--- src/hw/rtl/ffsa_pkg.sv ---
// shared types and constants for the first-fit segment allocator
`default_nettype none
package ffsa_pkg;
    localparam int unsigned MaxSegments = 64;
    localparam int unsigned AddrWidth   = 32;
    localparam int unsigned HandleWidth = 16;

    localparam logic [2:0] ST_OK      = 3'd0;
    localparam logic [2:0] ST_NOSPACE = 3'd1;
    localparam logic [2:0] ST_FULL    = 3'd2;
    localparam logic [2:0] ST_UNKNOWN = 3'd3;
    localparam logic [2:0] ST_DUP     = 3'd4;

    localparam logic CFG_MEMORY_SIZE = 1'b0;
    localparam logic CFG_ALIGN_LOG2  = 1'b1;

    localparam logic KIND_ALLOC = 1'b0;
    localparam logic KIND_FREE  = 1'b1;

    typedef struct packed {
        logic load;
        logic scan_step;
        logic shift_step;
        logic commit;
        logic fail;
    } t_cmd;

    typedef struct packed {
        logic scan_done;
        logic shift_done;
        logic error;
    } t_sts;
endpackage
`default_nettype wire

--- src/hw/rtl/ffsa_ctrl.sv ---
// controller state machine for the first-fit segment allocator
`default_nettype none
module ffsa_ctrl (
    input  wire             i_clk,
    input  wire             i_rst_n,
    input  wire             i_in_valid,
    output logic            o_in_stall,
    output logic            o_out_valid,
    input  wire             i_out_stall,
    input  ffsa_pkg::t_sts  i_sts,
    output ffsa_pkg::t_cmd  o_cmd
);
    typedef enum logic [2:0] {S_IDLE, S_SCAN, S_DECIDE, S_SHIFT, S_OUT} t_state;
    t_state r_state;
    logic   r_out_valid;

    assign o_out_valid = r_out_valid;
    // a waiting result holds off the next request so its payload stays put
    assign o_in_stall  = (r_state != S_IDLE) || r_out_valid;

    always_comb begin
        o_cmd = '0;
        case (r_state)
            S_IDLE:   o_cmd.load = i_in_valid && !r_out_valid;
            S_SCAN:   o_cmd.scan_step = 1'b1;
            S_DECIDE: begin
                o_cmd.fail = i_sts.error;
            end
            S_SHIFT:  begin
                o_cmd.shift_step = ~i_sts.shift_done;
                o_cmd.commit     = i_sts.shift_done;
            end
            default:  o_cmd = '0;
        endcase
    end

    always_ff @(posedge i_clk) begin
        if (!i_rst_n) begin
            r_state     <= S_IDLE;
            r_out_valid <= 1'b0;
        end else begin
            if (r_out_valid && !i_out_stall) r_out_valid <= 1'b0;
            case (r_state)
                S_IDLE:   if (i_in_valid && !r_out_valid) r_state <= S_SCAN;
                S_SCAN:   if (i_sts.scan_done) r_state <= S_DECIDE;
                S_DECIDE: begin
                    if (i_sts.error) r_state <= S_OUT;
                    else             r_state <= S_SHIFT;
                end
                S_SHIFT:  if (i_sts.shift_done) r_state <= S_OUT;
                S_OUT:    if (!r_out_valid || !i_out_stall) begin
                    r_out_valid <= 1'b1;
                    r_state     <= S_IDLE;
                end
                default:  r_state <= S_IDLE;
            endcase
        end
    end
endmodule
`default_nettype wire

--- config.mk ---
export PLATFORM = sky130hd
export DESIGN_NAME = ffsa_ctrl
export DESIGN_NICKNAME = d
export VERILOG_FILES = /design/src/hw/rtl/ffsa_pkg.sv /design/src/hw/rtl/ffsa_ctrl.sv
export SDC_FILE = /design/constraint.sdc
export NUM_CORES = 1
export LEC_CHECK = 0
export BUFFER_PORTS_ARGS = -buffer_cell sky130_fd_sc_hd__buf_2
export CAP_MARGIN = 5
export CORE_AREA = 3 3 40 42
export DETAILED_ROUTE_END_ITERATION = 12
export DIE_AREA = 0 0 43 45
export GPL_ROUTABILITY_DRIVEN = 0
export HOLD_SLACK_MARGIN = 0.03
export MAX_ROUTING_LAYER = met4
export PLACE_DENSITY = 0.51
export SETUP_SLACK_MARGIN = 0.5
export SKIP_LAST_GASP = 1
export SLEW_MARGIN = 30
export SYNTH_ARGS = -nofsm -noshare
export SYNTH_HDL_FRONTEND = slang
export SYNTH_SLANG_ARGS = --single-unit
--- constraint.sdc ---
create_clock -name i_clk -period 1.1 [get_ports i_clk]
set_input_delay 0.165 -clock i_clk [delete_from_list [all_inputs] [get_ports i_clk]]
set_output_delay 0.165 -clock i_clk [all_outputs]
set_load 0.1 [all_outputs]
* Yosys cells after proc, flatten, opt, wreduce, memory -nomap -nowiden
Cells that the tools add are included.
** Operators by class
- Reduce and logical (&&, ||, !) cells :: 9
- Bitwise logic cells :: 1
- Multiplexer cells :: 13
- Equal/unequal tests :: 8
** Operators by type and width (count)
- two-way mux 3 bit :: 5
- case mux 3 bit (5 select lines) :: 1
- != test 2 bit, second input constant :: 4
- == test 3 x 2 -> 1 bit, second input constant :: 2
- two-way mux 1 bit :: 6
- AND reduction 4 bit :: 1
- == test 3 x 1 -> 1 bit, second input constant :: 1
- == test 3 bit, second input constant :: 1
- zero test 3 bit :: 1
- nonzero test 3 bit :: 1
- logical AND 1 bit :: 2
- zero test 1 bit :: 2
- logical OR 1 bit :: 2
- two-way mux 2 bit :: 1
- inverter 1 bit :: 1
** Storage, ports and cells
- Input bits :: 7
- Output and inout port bits :: 7
- Logic and storage cells :: 33
- Register bits :: 4

* Longest topological paths before layout
Gate-level depths: netlist of run 1.
- Word-level depth :: 5
- Mapped depth :: 4
- Gate-level depth less buffers :: 3

* Worst setup path after synthesis of run 1
OpenSTA, ideal clock, no wires.
- Path kind :: register -> output
- Start point :: register r_state[1]
- End point :: output o_cmd[2] (netlist bit)
- Path buffers :: 1
- Data arrival time :: 3619 ps
- Data required time :: 935 ps
- Setup slack :: -2684 ps
- Stages on the path, launching flop included :: 4
- Path through :: dfxtp_1 > buf_6 > inv_1 > nor4b_1
** RTL lines
- start: declaration :: RTL line ffsa_ctrl.sv:14 : t_state r_state;
- start signal: assignment :: RTL line ffsa_ctrl.sv:39 : r_state <= S_IDLE;
- start signal: assignment :: RTL line ffsa_ctrl.sv:44 : S_IDLE: if (i_in_valid && !r_out_valid) r_state <= S_SCAN;
- start signal: assignment :: RTL line ffsa_ctrl.sv:45 : S_SCAN: if (i_sts.scan_done) r_state <= S_DECIDE;
- end: declaration :: RTL line ffsa_ctrl.sv:11 : output ffsa_pkg::t_cmd o_cmd

==> results.txt, run 1 <==
number of max-cap violations: 0
run status: complete, but fails checks
failing checks: setup timing
average detailed-routed wire length per instance: 12.1 um
number of buffers inserted for hold repair after clock tree synthesis: 0
top-count cell post-synth: sky130_fd_sc_hd__dfxtp_1
core area: 0.00128 mm2
overall routed net length: 835 um
most frequent cells after synthesis: sky130_fd_sc_hd__dfxtp_1 (4), sky130_fd_sc_hd__inv_1 (3), sky130_fd_sc_hd__nand2_1 (2), sky130_fd_sc_hd__nor2_1 (2)
TritonCTS clock tree: done
fraction of the yosys area taken by sequential cells: 0.318
setup repair after global routing missed its margin: yes
Net count, final: 63
worst slew margin relative to its limit: 0.816
Critical Path Sink Type: output port
remaining design rule violation count: 0
fraction of synthesized cell area taken by the top area cell type: 0.318
overall die width: 43 um
area of the mapped netlist: 251 um2
pin count of the biggest net entering global routing: 8
global routing's busiest layer: met2
number of buffers inserted during clock tree synthesis: 3
final number of hold-violating endpoints: 0
leakage power summed over all cells: 0.261 nW
grt met3 use: 0.0598
classification of the worst setup path: reg -> out
combined global-route utilization of all metal layers: 0.105
cell type contributing the most total cell area after synthesis: sky130_fd_sc_hd__dfxtp_1
hold crit path type: in -> reg
Layout Utilization: 0.509
element type at the critical path start: flop
dpl cells: 60
maximum clock insertion buffer count: 2
final count of pins violating max slew: 0
min cycle time layout: 1.57 ns
Final TNS setup: -2.68 ns
root buffer cell: sky130_fd_sc_hd__clkbuf_4
met2 track utilization from global routing: 0.177
number of global-route vias before repair: 346
cell type of the slowest stage on the worst timing path: sky130_fd_sc_hd__or4_4
total via count in the routed design: 321
path depth of the worst reg2reg path: 6
Initial DRT Pass Iterations: 4
quantity of I/O buffers inserted on ports: 13
data required time at the worst endpoint: 0.94 ns
depth of the CTS H-tree: 1
worst-skew pair later-pin latency: 0.23 ns
cell chain of the critical path: or4_4 > nor2_4 > buf_12
layout overhead on the synthesized area: 160%
final-report setup violation count: 9
EDFF count, synth: 0
Pwr Total: 0.693 mW
fraction of met1 tracks used by global routing: 0.116
fraction of final layout cells with drive strength greater than 1: 0.852
area enclosed by the die boundary: 0.00194 mm2
slowest cell delay on critical path: 0.55 ns
1st-iter DRT viols: 8
Setup Skew: 0.00347 ns
placed wire-length estimate: 569 um
antenna violations before repair: 0
clock transition at the register clock pins on the worst setup and hold paths after CTS: 0.04 ns
final worst-path cycle share: 1.43
number of diodes added for antenna fixing: 0
data arrival time of the worst path: 1.41 ns
worst setup slack after placement: -0.246 ns
Yosys warnings: 0
Most used DFF post-synth: sky130_fd_sc_hd__dfxtp_1
number of clock sinks seen by CTS: 4
mean cell area of the mapped netlist: 8.67 um2
worst hold path cell count: 2
synthesized netlist cell count: 29
fmax: 0.636 GHz
Area contributors post-synth: sky130_fd_sc_hd__dfxtp_1 (32%), sky130_fd_sc_hd__buf_6 (4.5%), sky130_fd_sc_hd__inv_1 (4.5%)
number of synthesized register bits: 4
I/O pin count: 14
unique cell type count in the Yosys netlist: 22
power density of the placed cells: 1060 mW/mm2
Detail Route Antenna Nets: 0
number of rows in the core area: 13
first-pass GRT wire length: 1440 um
maximum fanout encountered on the critical timing path: 2
worst-case setup margin in the final layout: -0.472 ns
post-synth net total: 36
slew at the pin closest to its max-slew limit: 0.278 ns
non-filler cells in the finished layout: 69
vertical die dimension: 45 um
ratio of routed vias to standard cells: 4.65
share of flip-flops with an asynchronous set or reset: 0
remaining global-route overflow: 0
initial core utilization: 0.196
maximum VDD drop: 0.000621 V
## what timing repair did
item,4_1_cts,5_1_grt
endpoints found under the setup margin,11,11
resized for setup,19,3
setup buffers,6,0
pin swaps,7,1
## cells by family after synthesis
kind of cell / synth area share
mux: 0.0846
simple gates: 0.338
flops: 0.318
buf+inv: 0.109
compound gates: 0.149
## worst paths after layout
| check | slack, ns | startpoint | to |
|---|---|---|---|
| max | -0.47 | r_state[2]$_SDFFE_PN0P_ | o_cmd[4] |
| min | 0.18 | i_rst_n | r_state[2]$_SDFFE_PN0P_ |
| max reg2reg | -0.23 | r_state[2]$_SDFFE_PN0P_ | r_state[2]$_SDFFE_PN0P_ |
| min reg2reg | 0.66 | o_out_valid$_SDFF_PN0_ | o_out_valid$_SDFF_PN0_ |
## report_power, final
part	switching (mW)	internal [mW]
registers	0.00612	0.151
logic	0.213	0.147
clock network	0.0537	0.122
## state kept, by name (all words and copies together) (netlist names)
signal and flops:
r_state 3, o_out_valid 1
## layout make-up
cell class	count	area [um2]
clock buffers	3	22.5
multi-input cells	20	241
well taps	15	18.8
flip-flops and latches	4	90.1
fillers	123	631
repair buffers	24	270
inverters	3	11.3
## routing by layer
metal	vias to the layer above	part of all wire
met4	0	0
met1	151	0.41
met3	0	0.092
li1	155	-
met2	15	0.50
met5	-	0
## metrics by stage
step | hold slack (ns) | cell area (um2)
3_5_place_dp | 0.421 | 500
6_report | 0.177 | 654
2_1_floorplan | 0.292 | 312
5_1_grt | 0.205 | 654
3_3_place_gp | 0.417 | 500
4_1_cts | 0.176 | 641
## layout by cell type (no fill, tap or decap), types with 2 or more instances in the layout
cell type                  count
sky130_fd_sc_hd__buf_12        6
sky130_fd_sc_hd__buf_2         6
sky130_fd_sc_hd__buf_4         5
sky130_fd_sc_hd__buf_6         6
sky130_fd_sc_hd__clkbuf_4      3
sky130_fd_sc_hd__dfxtp_2       2
sky130_fd_sc_hd__dfxtp_4       2
sky130_fd_sc_hd__inv_1         2
sky130_fd_sc_hd__nand2_1       2
## worst max-delay path: cells and delay by family (launching register included)
kind | cells | cell delay (ns)
simple gates | 2 | 0.67
flops | 1 | 0.33
buf+inv | 1 | 0.18
No activity file was read; power rests on OpenSTA's default activity.
==> inputs of run 2 (changes only) <==
- ABC_AREA: unset -> 1
- PLACE_DENSITY: 0.51 -> 0.57
==> results.txt, run 2 <==
run status: complete, but fails checks
failing checks: setup timing
element type at the critical path start: flop
maximum clock insertion buffer count: 2 (unchanged)
number of synthesized register bits: 4 (unchanged)
final count of pins violating max slew: 0 (unchanged)
first-pass GRT wire length: 1740 um (+21%)
number of filler cells placed in the layout: 112 (-8.9%)
number of rows in the core area: 13 (unchanged)
Initial DRT Pass Iterations: 4 (unchanged)
classification of the worst setup path: reg -> out
top-count cell post-synth: sky130_fd_sc_hd__nand2_1
Most used DFF post-synth: sky130_fd_sc_hd__dfxtp_1
data required time at the worst endpoint: 0.94 ns (about the same)
worst slew margin relative to its limit: 0.831 (+0.0145)
overall die width: 43 um (unchanged)
share of flip-flops with an asynchronous set or reset: 0 (unchanged)
unique cell type count in the Yosys netlist: 15 (-32%)
number of max-cap violations: 0 (unchanged)
most frequent cells after synthesis: sky130_fd_sc_hd__nand2_1 (11), sky130_fd_sc_hd__nor2_1 (8), sky130_fd_sc_hd__inv_1 (7)
remaining design rule violation count: 0 (unchanged)
data arrival time of the worst path: 1.21 ns (-0.20 ns)
combined global-route utilization of all metal layers: 0.126 (+0.0212)
initial core utilization: 0.254 (+0.0584)
post-synth net total: 59 (+64%)
setup repair after global routing missed its margin: yes
slowest cell delay on critical path: 0.39 ns (-0.16 ns)
synthesized netlist cell count: 52 (+79%)
fraction of final layout cells with drive strength greater than 1: 0.711 (-0.141)
vertical die dimension: 45 um (unchanged)
core area: 0.00128 mm2 (unchanged)
area enclosed by the die boundary: 0.00194 mm2 (unchanged)
final number of hold-violating endpoints: 0 (unchanged)
most frequent cells in the layout: sky130_fd_sc_hd__buf_4 (13), sky130_fd_sc_hd__nand2_1 (10), sky130_fd_sc_hd__buf_12 (7)
clock transition at the register clock pins on the worst setup and hold paths after CTS: 0.04 ns (about the same)
launch point of the worst path: r_state[2]$_SDFFE_PN0P_
Largest register FFs: 3 (unchanged)
number of global-route vias before repair: 436 (+26%)
TritonCTS clock tree: done
antenna violations before repair: 0 (unchanged)
slew at the pin closest to its max-slew limit: 0.252 ns (-0.0259 ns)
Area contributors post-synth: sky130_fd_sc_hd__dfxtp_1 (25%), sky130_fd_sc_hd__nand2_1 (13%), sky130_fd_sc_hd__nor2_1 (9.2%)
1st-iter DRT viols: 10 (+2)
Setup Skew: 0.0113 ns (+0.00785 ns)
most common cell after layout, fill and taps aside: sky130_fd_sc_hd__buf_4
root buffer cell: sky130_fd_sc_hd__clkbuf_4
pin count of the biggest net entering global routing: 10 (+2)
area of the mapped netlist: 327 um2 (+30%)
Yosys warnings: 0 (unchanged)
average detailed-routed wire length per instance: 10.0 um (-17%)
Net count, final: 91 (+44%)
fraction of the yosys area taken by sequential cells: 0.245 (-0.0732)
worst slack on hold paths: 0.183 ns (+0.00586 ns)
number of buffers inserted during clock tree synthesis: 3 (unchanged)
fraction of synthesized cell area taken by the top area cell type: 0.245 (-0.0732)
quantity of I/O buffers inserted on ports: 13 (unchanged)
ratio of routed vias to standard cells: 4.44 (-4.6%)
Critical Path Sink Type: output port
overall routed net length: 981 um (+17%)
cell type of the slowest stage on the worst timing path: sky130_fd_sc_hd__dfxtp_4
number of diodes added for antenna fixing: 0 (unchanged)
number of clock sinks seen by CTS: 4 (unchanged)
fmax: 0.730 GHz (+15%)
Top reg by flops: r_state
depth of the CTS H-tree: 1 (unchanged)
Hold Startpoint: i_rst_n
hold crit path type: in -> reg
final worst-path cycle share: 1.25 (-0.183)
min cycle time layout: 1.37 ns (-0.201 ns)
layout overhead on the synthesized area: 135%
remaining global-route overflow: 0 (unchanged)
mean cell area of the mapped netlist: 6.28 um2 (-28%)
placed wire-length estimate: 700 um (+23%)
cell type contributing the most total cell area after synthesis: sky130_fd_sc_hd__dfxtp_1
worst-case setup margin in the final layout: -0.270 ns (+0.201 ns)
Detail Route Antenna Nets: 0 (unchanged)
number of buffers inserted for hold repair after clock tree synthesis: 0 (unchanged)
EDFF count, synth: 0 (unchanged)
worst-skew pair later-pin latency: 0.24 ns (about the same)
cell chain of the critical path: buf_4 > nor3_4 > buf_12
final-report setup violation count: 9 (unchanged)
launch point of the worst reg-to-reg path: r_state[0]$_SDFFE_PN0P_
maximum fanout encountered on the critical timing path: 9 (+7)
total via count in the routed design: 435 (+36%)
I/O pin count: 14 (unchanged)
[run 2: through the flow]
stage                     setup TNS (ns)  utilization  cell area (um2)  instances  setup slack [ns]
final                              -1.97        0.597              767         98            -0.270
after global routing               -2.50        0.597              767         98            -0.328
after CTS                          -1.87        0.552              709         93            -0.296
after detailed placement          -0.551        0.483              621         84            -0.115
after global placement            -0.400        0.483              621         84           -0.0758
after floorplan                    -2.82            -              413         52            -0.743
[run 2: per-layer routing]
metal  GRT usage  vias up  part of all wire
met5           -        -                 0
met4      0.0964        0             0.028
met3      0.0398        4             0.063
met2       0.207       13              0.49
met1       0.125      198              0.42
li1            -      220                 -
[run 2: final timing paths]
| kind | end | slack, ns | cells after the start |
|---|---|---|---|
| worst max-delay path | o_cmd[3] | -0.27 | 3 |
| worst min-delay path | r_state[0]$_SDFFE_PN0P_ | 0.18 | 3 |
| worst max register to register | r_state[2]$_SDFFE_PN0P_ | -0.17 | 8 |
| worst min register to register | o_out_valid$_SDFF_PN0_ | 0.53 | 2 |
[run 2: cell families (layout without fill, tap and decap cells)]
logic type | after synthesis | after routing | synth area share
AND/OR/NAND/NOR | 37 | 37 | 0.582
buffers and inverters | 10 | 41 | 0.149
flip-flops | 4 | 4 | 0.245
AO/OA/AOI/OAI | 1 | 1 | 0.0230
[run 2: repair_timing]
action                     4_1_cts  5_1_grt
pin swaps                        5        6
setup buffers                    5        5
setup endpoints to repair       11       11
resized for setup                7        6
[run 2: area by class of cell]
cell class | count | area (um2) | share of cell area
timing repair buffer | 29 | 302 | 0.393
multi-input combinational | 38 | 284 | 0.370
sequential | 4 | 95.1 | 0.124
inverter | 8 | 41.3 | 0.0538
clock buffer | 4 | 26.3 | 0.0343
tap | 15 | 18.8 | 0.0245
[run 2: critical path, delay by kind of cell (launching register included)]
kind | cells | cell delay, ns
flip-flops | 1 | 0.39
buffers and inverters | 2 | 0.36
AND/OR/NAND/NOR | 1 | 0.21
Power of run 2 is not shown: default switching activity piles up to over one toggle a cycle in this logic, so the estimate is an artifact.
